### src/rtl/core/fcb_pkg.sv
// fcb_pkg: sizes, request and result types, and scan token types for the bag
// used by fcb_cell, fcb_ctrl and fixed_capacity_bag; no dependencies
`timescale 1ns / 1ps
`default_nettype none

package fcb_pkg;

  // store geometry
  localparam int CAPACITY   = 16;
  localparam int ITEM_WIDTH = 32;
  localparam int IDX_W      = (CAPACITY > 1) ? $clog2(CAPACITY) : 1;
  localparam int CNT_W      = $clog2(CAPACITY + 1);

  // fixed port field widths
  localparam int VALUE_W = 32;
  localparam int FIELD_W = 5;

  // request actions
  typedef enum logic [1:0] {
    ACT_ADD    = 2'd0,
    ACT_REMOVE = 2'd1,
    ACT_QUERY  = 2'd2,
    ACT_CLEAR  = 2'd3
  } bag_act_e;

  // request payload
  typedef struct packed {
    bag_act_e             action;
    logic [VALUE_W-1:0]   value;
  } bag_req_t;

  // result payload
  typedef struct packed {
    logic                 ok;
    logic [FIELD_W-1:0]   frequency;
    logic [FIELD_W-1:0]   size_now;
    logic                 is_empty;
  } bag_res_t;

  // scan token that walks the cell chain
  typedef struct packed {
    logic                   valid;
    logic [CNT_W-1:0]       left;
    logic                   hit;
    logic [IDX_W-1:0]       first;
    logic [CNT_W-1:0]       freq;
    logic [ITEM_WIDTH-1:0]  last;
  } bag_tok_t;

  // entry write broadcast
  typedef struct packed {
    logic                   en;
    logic [IDX_W-1:0]       idx;
    logic [ITEM_WIDTH-1:0]  data;
  } bag_wr_t;

endpackage

`default_nettype wire

### src/rtl/core/fcb_cell.sv
// fcb_cell: one store slot of the bag; holds an entry and passes the scan token on
// depends on fcb_pkg
`timescale 1ns / 1ps
`default_nettype none

module fcb_cell import fcb_pkg::*; (
  input  wire logic                   clk_i,
  input  wire logic                   rst_ni,
  input  wire logic [IDX_W-1:0]       idx_i,
  input  wire logic [ITEM_WIDTH-1:0]  key_i,
  input  wire bag_wr_t                wr_i,
  input  wire bag_tok_t               tok_i,
  output bag_tok_t                    tok_o
);

  logic [ITEM_WIDTH-1:0] entry_q;
  bag_tok_t              tok_d, tok_q;
  logic                  active;
  logic                  match;

  // update the token when this slot is still inside the held range
  always_comb begin
    active = tok_i.valid && (tok_i.left != '0);
    match  = (entry_q == key_i);
    tok_d  = tok_i;
    if (active) begin
      tok_d.left = tok_i.left - CNT_W'(1);
      if (match) begin
        tok_d.freq = tok_i.freq + CNT_W'(1);
        if (!tok_i.hit) begin
          tok_d.hit   = 1'b1;
          tok_d.first = idx_i;
        end
      end
      // last held entry, picked up for a remove
      if (tok_i.left == CNT_W'(1)) begin
        tok_d.last = entry_q;
      end
    end
  end

  // token hand-off to the next cell
  always_ff @(posedge clk_i or negedge rst_ni) begin
    if (!rst_ni) begin
      tok_q <= '0;
    end else begin
      tok_q <= tok_d;
    end
  end

  // entry storage, no reset
  always_ff @(posedge clk_i) begin
    if (wr_i.en && (wr_i.idx == idx_i)) begin
      entry_q <= wr_i.data;
    end
  end

  assign tok_o = tok_q;

endmodule

`default_nettype wire

### src/rtl/core/fcb_ctrl.sv
// fcb_ctrl: request sequencer, entry count and result register of the bag
// depends on fcb_pkg; drives the fcb_cell chain
`timescale 1ns / 1ps
`default_nettype none

module fcb_ctrl import fcb_pkg::*; (
  input  wire logic                   clk_i,
  input  wire logic                   rst_ni,
  input  wire logic                   start,
  input  wire bag_req_t               req_i,
  output logic                        busy,
  output logic                        done_o,
  output bag_res_t                    res_o,
  output bag_tok_t                    launch_o,
  output logic [ITEM_WIDTH-1:0]       key_o,
  output bag_wr_t                     wr_o,
  input  wire bag_tok_t               tok_i
);

  typedef enum logic {
    S_IDLE,
    S_SCAN
  } state_e;

  state_e                 state_q;
  logic [CNT_W-1:0]       count_q;
  bag_act_e               act_q;
  logic [ITEM_WIDTH-1:0]  key_q;
  logic                   done_q;
  bag_res_t               res_q;
  bag_tok_t               launch_q;
  bag_wr_t                wr_q;

  // pack one result word
  function automatic bag_res_t mk_res(logic ok, logic [CNT_W-1:0] freq,
                                      logic [CNT_W-1:0] size);
    bag_res_t r;
    r.ok        = ok;
    r.frequency = FIELD_W'(freq);
    r.size_now  = FIELD_W'(size);
    r.is_empty  = (size == '0);
    return r;
  endfunction

  // sequencer with registered outputs
  always_ff @(posedge clk_i or negedge rst_ni) begin
    if (!rst_ni) begin
      state_q  <= S_IDLE;
      count_q  <= '0;
      act_q    <= ACT_ADD;
      key_q    <= '0;
      done_q   <= 1'b0;
      res_q    <= '0;
      launch_q <= '0;
      wr_q     <= '0;
    end else begin
      done_q         <= 1'b0;
      launch_q.valid <= 1'b0;
      wr_q.en        <= 1'b0;
      case (state_q)
        S_IDLE: begin
          if (start) begin
            act_q <= req_i.action;
            key_q <= ITEM_WIDTH'(req_i.value);
            case (req_i.action)
              ACT_ADD: begin
                done_q <= 1'b1;
                if (count_q < CNT_W'(CAPACITY)) begin
                  wr_q.en   <= 1'b1;
                  wr_q.idx  <= IDX_W'(count_q);
                  wr_q.data <= ITEM_WIDTH'(req_i.value);
                  count_q   <= count_q + CNT_W'(1);
                  res_q     <= mk_res(1'b1, '0, count_q + CNT_W'(1));
                end else begin
                  res_q     <= mk_res(1'b0, '0, count_q);
                end
              end
              ACT_CLEAR: begin
                done_q  <= 1'b1;
                count_q <= '0;
                res_q   <= mk_res(1'b0, '0, '0);
              end
              default: begin
                // remove and query walk the chain
                launch_q.valid <= 1'b1;
                launch_q.left  <= count_q;
                launch_q.hit   <= 1'b0;
                launch_q.first <= '0;
                launch_q.freq  <= '0;
                launch_q.last  <= '0;
                state_q        <= S_SCAN;
              end
            endcase
          end
        end
        S_SCAN: begin
          if (tok_i.valid) begin
            done_q  <= 1'b1;
            state_q <= S_IDLE;
            if (act_q == ACT_REMOVE) begin
              if (tok_i.hit) begin
                // move the last entry into the freed slot
                wr_q.en   <= 1'b1;
                wr_q.idx  <= tok_i.first;
                wr_q.data <= tok_i.last;
                count_q   <= count_q - CNT_W'(1);
                res_q     <= mk_res(1'b1, '0, count_q - CNT_W'(1));
              end else begin
                res_q     <= mk_res(1'b0, '0, count_q);
              end
            end else begin
              res_q <= mk_res(tok_i.freq != '0, tok_i.freq, count_q);
            end
          end
        end
        default: begin
          state_q <= S_IDLE;
        end
      endcase
    end
  end

  assign busy     = (state_q != S_IDLE);
  assign done_o   = done_q;
  assign res_o    = res_q;
  assign launch_o = launch_q;
  assign key_o    = key_q;
  assign wr_o     = wr_q;

endmodule

`default_nettype wire

### src/rtl/core/fixed_capacity_bag.sv
// Multiset bag of up to CAPACITY entries: sequencer plus a chain of entry cells.
// Add and clear: result strobe in the cycle after the request is taken, and the next
// request can be taken in that same cycle, so one request per cycle.
// Remove and query: the scan token walks all CAPACITY cells, one per cycle, from the
// launch register through each cell register, and the result strobe follows from the
// result register; the next request is taken only once the sequencer is back in idle.
// busy is high while a scan is running. The receiver cannot stall.
// Reset (rst_ni low, asynchronous) empties the bag.
// depends on fcb_pkg, fcb_cell, fcb_ctrl
`timescale 1ns / 1ps
`default_nettype none

module fixed_capacity_bag import fcb_pkg::*; (
  input  wire logic      clk_i,
  input  wire logic      rst_ni,
  input  wire logic      start,
  input  wire bag_req_t  req_i,
  output logic           busy,
  output logic           done_o,
  output bag_res_t       res_o
);

  bag_tok_t              tok [CAPACITY+1];
  logic [ITEM_WIDTH-1:0] key;
  bag_wr_t               wr;

  // sequencer
  fcb_ctrl u_ctrl (
    .clk_i    (clk_i),
    .rst_ni   (rst_ni),
    .start    (start),
    .req_i    (req_i),
    .busy     (busy),
    .done_o   (done_o),
    .res_o    (res_o),
    .launch_o (tok[0]),
    .key_o    (key),
    .wr_o     (wr),
    .tok_i    (tok[CAPACITY])
  );

  // chain of entry cells
  for (genvar k = 0; k < CAPACITY; k++) begin : g_cell
    fcb_cell u_cell (
      .clk_i  (clk_i),
      .rst_ni (rst_ni),
      .idx_i  (IDX_W'(k)),
      .key_i  (key),
      .wr_i   (wr),
      .tok_i  (tok[k]),
      .tok_o  (tok[k+1])
    );
  end

endmodule

`default_nettype wire
### config.mk
export PLATFORM = sky130hd
export DESIGN_NAME = fixed_capacity_bag
export DESIGN_NICKNAME = d
export VERILOG_FILES = /design/src/rtl/core/fcb_pkg.sv /design/src/rtl/core/fcb_cell.sv /design/src/rtl/core/fcb_ctrl.sv /design/src/rtl/core/fixed_capacity_bag.sv
export SDC_FILE = /design/constraint.sdc
export NUM_CORES = 2
export LEC_CHECK = 0
export BUFFER_PORTS_ARGS = -buffer_cell sky130_fd_sc_hd__buf_4
export CAP_MARGIN = 20
export CORE_ASPECT_RATIO = 1.1
export CORE_MARGIN = 2
export CORE_UTILIZATION = 45
export DETAILED_ROUTE_END_ITERATION = 16
export PLACE_DENSITY = 0.56
export SYNTH_ARGS = -nofsm -noshare
export SYNTH_HDL_FRONTEND = slang
export SYNTH_SLANG_ARGS = --single-unit
### constraint.sdc
create_clock -name clk_i -period 4.07 [get_ports clk_i]
set_input_delay 0.407 -clock clk_i [delete_from_list [all_inputs] [get_ports clk_i]]
set_output_delay 0.407 -clock clk_i [all_outputs]
set_load 0.01 [all_outputs]
# ---- After elaboration in Yosys (flattened, before gate mapping)
# Cells that the tools add are included.
dict set report totals {
  input_bits 37
  regBits 1371
  output_inout_bits 14
  elab_cells 372
}
dict set report classes {
  add_sub_neg 32
  bitwise 2
  n_mux 95
  magnitude_cmp 1
  eq_ne 57
  reduce_logical 60
}
# cell n
set op_table {}
lappend op_table {{2-to-1 mux 47 bit} 15}
lappend op_table {{equality test 32 bit} 16}
lappend op_table {{2-to-1 mux 32 bit} 16}
lappend op_table {{2-to-1 mux 37 bit} 6}
lappend op_table {{2-to-1 mux 10 bit} 16}
lappend op_table {{2-to-1 mux 48 bit} 3}
lappend op_table {{nonzero test 5 bit} 17}
lappend op_table {{adder 5 x 1 -> 5 bit (second input constant)} 16}
lappend op_table {{equality test 5 x 1 -> 1 bit (second input constant)} 16}
lappend op_table {{subtractor 5 x 1 -> 5 bit (second input constant)} 16}
lappend op_table {{one-hot mux 37 bit (2 select lines)} 1}
lappend op_table {{2-to-1 mux 12 bit} 5}
lappend op_table {{2-to-1 mux 4 bit} 15}
lappend op_table {{one-hot mux 12 bit (2 select lines)} 2}
lappend op_table {{2-to-1 mux 42 bit} 1}
lappend op_table {{equality test 4 bit (second input constant)} 8}
lappend op_table {{logical AND 1 bit} 32}
lappend op_table {{2-to-1 mux 5 bit} 5}
lappend op_table {{one-hot mux 5 bit (2 select lines)} 2}
lappend op_table {{equality test 4 x 3 -> 1 bit (second input constant)} 4}
lappend op_table {{logical NOT 5 bit} 3}
lappend op_table {{AND reduction 6 bit} 2}
lappend op_table {{equality test 4 x 2 -> 1 bit (second input constant)} 2}
lappend op_table {{2-to-1 mux 1 bit} 6}
lappend op_table {{15 further kinds} 22}

# ---- Depth between registers and ports, before layout
dict set report logic_depth {
  ltp_word 6
  ltp_mapped 9
  depth_no_buf 7
}

# ---- By module
# Synthesis repeated with hierarchy kept, for this count alone.
dict set report hier_totals {
  hier_cells 3827
  area_unflattened_um2 57478.9
}
# module cells_per_inst instances seq_area_each_um2 area_each_um2
set by_module_without_submodules {}
lappend by_module_without_submodules {fcb_cell 206 16 2162.1 3296.9}
lappend by_module_without_submodules {fcb_ctrl 529 1 2402.3 4720.8}
lappend by_module_without_submodules {fixed_capacity_bag 2 1 0.0 7.5}

# ---- Worst setup path after synthesis
# OpenSTA, ideal clock, no wires.
dict set report synth_path {
  kind {register to register}
  from {register u_ctrl.wr_q (netlist bit u_ctrl.wr_o[35])}
  to {register g_cell[0].u_cell.entry_q[0] (enable)}
  setup_time_ps 461
  path_slack_ps 495
  arrival_time_ps 3114
  stages_incl_launch_ff 3
  synth_period_minus_slack_ps 3575
  path_buffers 0
  path_cell_list {dfrtp_1 > or3b_2 > nor3_1}
}
dict set report synth_via {
  elab_chain_len 2
}
# element line_no
set synth_lines {}
lappend synth_lines {{start: declaration} fcb_ctrl.sv:32} ;# bag_wr_t wr_q;
lappend synth_lines {{logical NOT 4 bit} fcb_cell.sv:53} ;# if (wr_i.en && (wr_i.idx == idx_i)) begin
lappend synth_lines {{logical AND 1 bit} fcb_cell.sv:53}
lappend synth_lines {{end signal: assignment} fcb_cell.sv:54} ;# entry_q <= wr_i.data;
lappend synth_lines {{end: declaration} fcb_cell.sv:16} ;# logic [ITEM_WIDTH-1:0] entry_q;
# Every way passes these cells.
# A chain may end at the register's enable or synchronous reset.

==> reports/results.txt <==
number of detailed-route iterations in the first pass -> 7
Die Wd -> 336 um
post-route worst setup slack -> 0.868 ns
slew at the pin with the worst max-slew slack -> 1.12 ns
total wire length after detailed routing -> 175,000 um
multiplexer share of the synthesized area -> 11.0%
Core Box Area -> 121,000 um^2
CP Class -> flop to flop
Peak Freq -> 312 MHz
count of synthesis-stage warnings from yosys -> 0
net count after synthesis -> 3,717
count of final hold-check violations -> 0
starting utilization of the core area -> 45.2%
signed area change from the synthesized netlist to the final layout -> 14.2%
Setup violations, final -> 0
Fill cells -> 10,200
adder-cell area share of the yosys netlist -> 1.28%
required time reported for the critical path endpoint -> 4.71 ns
first-pass GRT wire length -> 246,000 um
global router's overall resource usage -> 28.8%
worst hold slack -> 0.185 ns
largest fanout on the critical path -> 11
hold path startpoint -> start
placer congestion estimate -> 0.886
PwrDens -> 669 nW/um^2
layout cell share with drive strength beyond 1 -> 25.0%
setup tns final -> 0 ns
# DRC -> 0
count of buffer and inverter cells on the critical path -> 0
Worst IR Drop VDD -> 0.430 mV
via count of the first global-routing pass -> 32,000
clock tree from TritonCTS -> done
final number of max-transition violations -> 0
nature of the critical path startpoint -> flop
Max-cap violations -> 0
LEAKAGE -> 26.4 nW
Setup Slack @ Placement -> 0.887 ns
Remaining Overflow, GRT -> 0
fraction of the mapped netlist area in compound gates -> 2.34%
maximum buffer depth of the clock tree -> 3
share of synthesized registers carrying an async set or reset -> 61.9%
result of the run -> completed
largest family of logic cells by synthesized area -> multiplexers
clock insertion delay at the later pin of the skew report -> 0.76 ns
xor and xnor fraction of the mapped netlist area -> 10.0%
cell type of the slowest stage on the worst timing path -> sky130_fd_sc_hd__dfrtp_1
number of library cell types mapped by synthesis -> 57
Reg2Reg Capture Point -> g_cell[3].u_cell.tok_o[33]$_DFF_PN0_
setup repair after global routing missed its margin -> no
time the worst path needs with I/O delays and setup -> 3.20 ns
Starting DRT DRC Count -> 2,994
estimated wirelength of the detail-placed design -> 121,000 um
height of the die -> 370 um
Clock Skew -> 0.0273 ns
clock-pin slew reported for the worst setup and hold paths after clock tree synthesis -> 0.06 ns
Die Outline Area -> 124,000 um^2
hold depth -> 4
basic-gate share of the synthesized area counting and, or, nand and nor cells -> 6.80%
total number of clock tree sinks -> 1,345
cell occurring most often along the worst timing path -> sky130_fd_sc_hd__nand4_1
depth of the worst register-to-register path -> 5
Hold Path Sink -> u_ctrl.done_o$_DFF_PN0_
top cell family by delay on the critical path -> simple AND/OR/NAND/NOR gates
most used flip-flop cell after synthesis -> sky130_fd_sc_hd__dfrtp_1
count of nets left with antenna violations after detail routing -> 0
flop2flop setup slack -> 0.87 ns
CTS root buf -> sky130_fd_sc_hd__clkbuf_16
Setup crit end kind -> flop
row cnt -> 134
maximum number of pins on one net before global-route repair -> 87
Inserted Clock Buffers -> 143
number of vias after detailed routing -> 30,900
Period Utilization, post-route -> 78.7%
initial antenna violation count -> 7
via count normalized by instance count -> 5.52
final cell utilization of the core -> 51.7%
path category of the worst min-delay check -> input pin to flop
Post-synth EDFFs -> 512
IO buf count -> 50
total of flip-flops plus latches after synthesis -> 1,345
Critical Path Max Stage Delay -> 0.96 ns
Netlist Area Pre-Place -> 54,700 um^2
Synth Instances -> 3,624
list of cells traversed by the critical path -> xnor2_1 > nand4_1 > nor4_1 > nand4_1 > mux2_2
wire per inst -> 31.3 um
reg2reg start -> u_ctrl.key_o[12]$_DFFE_PN0P_
Slew headroom -> 25.4%
average cell area after synthesis -> 15.1 um^2
Seq/Total Area, Yosys -> 66.2%
crit path DAT -> 3.84 ns
io pins -> 51
Clock H-tree levels -> 4
Nets -> 3,933
## placed cells by master, fill, tap and decap left out, types with 5 or more instances in the layout
| cell type | n |
|---|---|
| sky130_fd_sc_hd__a21oi_1 | 16 |
| sky130_fd_sc_hd__a22oi_1 | 38 |
| sky130_fd_sc_hd__a31oi_1 | 15 |
| sky130_fd_sc_hd__and2_1 | 36 |
| sky130_fd_sc_hd__and3_1 | 5 |
| sky130_fd_sc_hd__buf_12 | 15 |
| sky130_fd_sc_hd__buf_16 | 5 |
| sky130_fd_sc_hd__buf_4 | 159 |
| sky130_fd_sc_hd__bufinv_16 | 5 |
| sky130_fd_sc_hd__clkbuf_1 | 41 |
| sky130_fd_sc_hd__clkbuf_16 | 153 |
| sky130_fd_sc_hd__clkbuf_8 | 25 |
| sky130_fd_sc_hd__clkinv_1 | 15 |
| sky130_fd_sc_hd__clkinv_2 | 22 |
| sky130_fd_sc_hd__dfrtp_1 | 818 |
| sky130_fd_sc_hd__dfrtp_2 | 15 |
| sky130_fd_sc_hd__dlygate4sd3_1 | 35 |
| sky130_fd_sc_hd__edfxtp_1 | 512 |
| sky130_fd_sc_hd__ha_1 | 56 |
| sky130_fd_sc_hd__inv_1 | 60 |
| sky130_fd_sc_hd__mux2_2 | 527 |
| sky130_fd_sc_hd__nand2_1 | 153 |
| sky130_fd_sc_hd__nand2b_1 | 21 |
| sky130_fd_sc_hd__nand3_1 | 53 |
| sky130_fd_sc_hd__nand4_1 | 187 |
| sky130_fd_sc_hd__nor2_1 | 56 |
| sky130_fd_sc_hd__nor2_2 | 9 |
| sky130_fd_sc_hd__nor2_4 | 5 |
| sky130_fd_sc_hd__nor3_1 | 10 |
| sky130_fd_sc_hd__nor4_1 | 83 |
| sky130_fd_sc_hd__o21a_1 | 31 |
| sky130_fd_sc_hd__o21ai_0 | 45 |
| sky130_fd_sc_hd__o21bai_1 | 29 |
| sky130_fd_sc_hd__or2_2 | 11 |
| sky130_fd_sc_hd__or3b_2 | 11 |
| sky130_fd_sc_hd__or4_1 | 24 |
| sky130_fd_sc_hd__xnor2_1 | 461 |
| sky130_fd_sc_hd__xnor2_2 | 13 |
| sky130_fd_sc_hd__xor2_1 | 139 |
## synth_stat cells (29+ instances only)
master                     number  area share (%)
sky130_fd_sc_hd__dfrtp_1      833              38
sky130_fd_sc_hd__mux2_2       527              11
sky130_fd_sc_hd__edfxtp_1     512              28
sky130_fd_sc_hd__xnor2_1      461             7.4
sky130_fd_sc_hd__nand4_1      187             2.1
sky130_fd_sc_hd__nand2_1      153             1.1
sky130_fd_sc_hd__xor2_1       139             2.2
sky130_fd_sc_hd__nor4_1        83            0.95
sky130_fd_sc_hd__nor2_1        69            0.47
sky130_fd_sc_hd__inv_1         60            0.41
sky130_fd_sc_hd__buf_6         56             1.2
sky130_fd_sc_hd__ha_1          56             1.3
sky130_fd_sc_hd__nand3_1       53            0.49
sky130_fd_sc_hd__buf_2         46            0.42
sky130_fd_sc_hd__o21ai_0       45            0.41
sky130_fd_sc_hd__a22oi_1       38            0.52
sky130_fd_sc_hd__and2_1        36            0.41
sky130_fd_sc_hd__clkbuf_1      31            0.21
sky130_fd_sc_hd__o21a_1        31            0.43
sky130_fd_sc_hd__o21bai_1      29            0.40
## worst max path at each step
stage / to / depth (start not counted) / from
finish: g_cell[3].u_cell.tok_o[33]$_DFF_PN0_ / 5 / u_ctrl.key_o[12]$_DFFE_PN0P_
CTS: g_cell[3].u_cell.tok_o[33]$_DFF_PN0_ / 5 / u_ctrl.key_o[12]$_DFFE_PN0P_
global placement: g_cell[3].u_cell.tok_o[33]$_DFF_PN0_ / 5 / u_ctrl.key_o[12]$_DFFE_PN0P_
global route: g_cell[3].u_cell.tok_o[33]$_DFF_PN0_ / 5 / u_ctrl.key_o[12]$_DFFE_PN0P_
floorplan: g_cell[0].u_cell.entry_q[0]$_DFFE_PP_ / 2 / u_ctrl.wr_o[35]$_DFFE_PN0P_
detailed placement: g_cell[3].u_cell.tok_o[33]$_DFF_PN0_ / 5 / u_ctrl.key_o[12]$_DFFE_PN0P_
## area by class of cell
cell class	instances	area, um^2	area share (%)
Multi-Input combinational cell	2074	17200	27.6
Inverter	61	229	0.367
Clock buffer	219	4330	6.93
Clock inverter	47	372	0.595
Antenna cell	4	10.0	0.0160
Tap cell	1632	2040	3.27
Timing Repair Buffer	215	2000	3.20
Sequential cell	1345	36200	58.0
## registers in the layout, indices dropped and copies added, names as in the netlist
name / cells
g_cell.u_cell.entry_q: 512
u_ctrl.count_q: 5
u_ctrl.done_o: 1
u_ctrl.key_o: 32
u_ctrl.act_q: 2
u_ctrl.busy: 1
g_cell.u_cell.tok_o: 737
u_ctrl.launch_o: 6
u_ctrl.wr_o: 37
u_ctrl.res_o: 12
## metal layers
layer / GRT usage [%] / share of wire [%] / up-vias / routed length (um)
li1: - / - / 13400 / -
met1: 37.3 / 41 / 16200 / 71700
met2: 48.2 / 49 / 1055 / 86700
met3: 5.59 / 6.1 / 292 / 10600
met4: 10.3 / 3.6 / 4 / 6400
met5: 0 / 0.015 / - / 27
## tightest hold or removal path: stages
cell and delay [ns]:
sky130_fd_sc_hd__buf_4 0.12, sky130_fd_sc_hd__nand2b_1 0.08, sky130_fd_sc_hd__o21ai_1 0.06, sky130_fd_sc_hd__buf_4 0.21
## through the flow
step | instance area (um^2) | total power [W] | std cells
global route | 62400 | 0.0432 | 5594
finish | 62500 | 0.0418 | 5597
detailed placement | 57300 | 0.0289 | 5290
floorplan | 54700 | 0.0235 | 3624
global placement | 57300 | 0.0288 | 5287
CTS | 62400 | 0.0419 | 5591
## cell families (layout without fill, tap and decap cells)
logic type | Yosys count | after routing
flops | 1345 | 1345
simple gates | 682 | 682
xor+xnor | 613 | 613
mux | 532 | 532
buf+inv | 205 | 542
compound gates | 191 | 191
fa+ha+maj | 56 | 56
other cells | 0 | 4
## repair_timing
action	CTS	global route
hold buffers	35	0
buffers inserted	0	0
resized for setup	0	0
hold endpoints to repair	131	0
## power breakdown
part | total (W) | switching, W | internal (W) | leakage (nW)
clock | 0.0130 | 0.00534 | 0.00764 | 2.32
combinational | 0.00977 | 0.00612 | 0.00366 | 8.10
sequential | 0.0190 | 0.00302 | 0.0160 | 16.0
(Power assumes the default switching activity.)
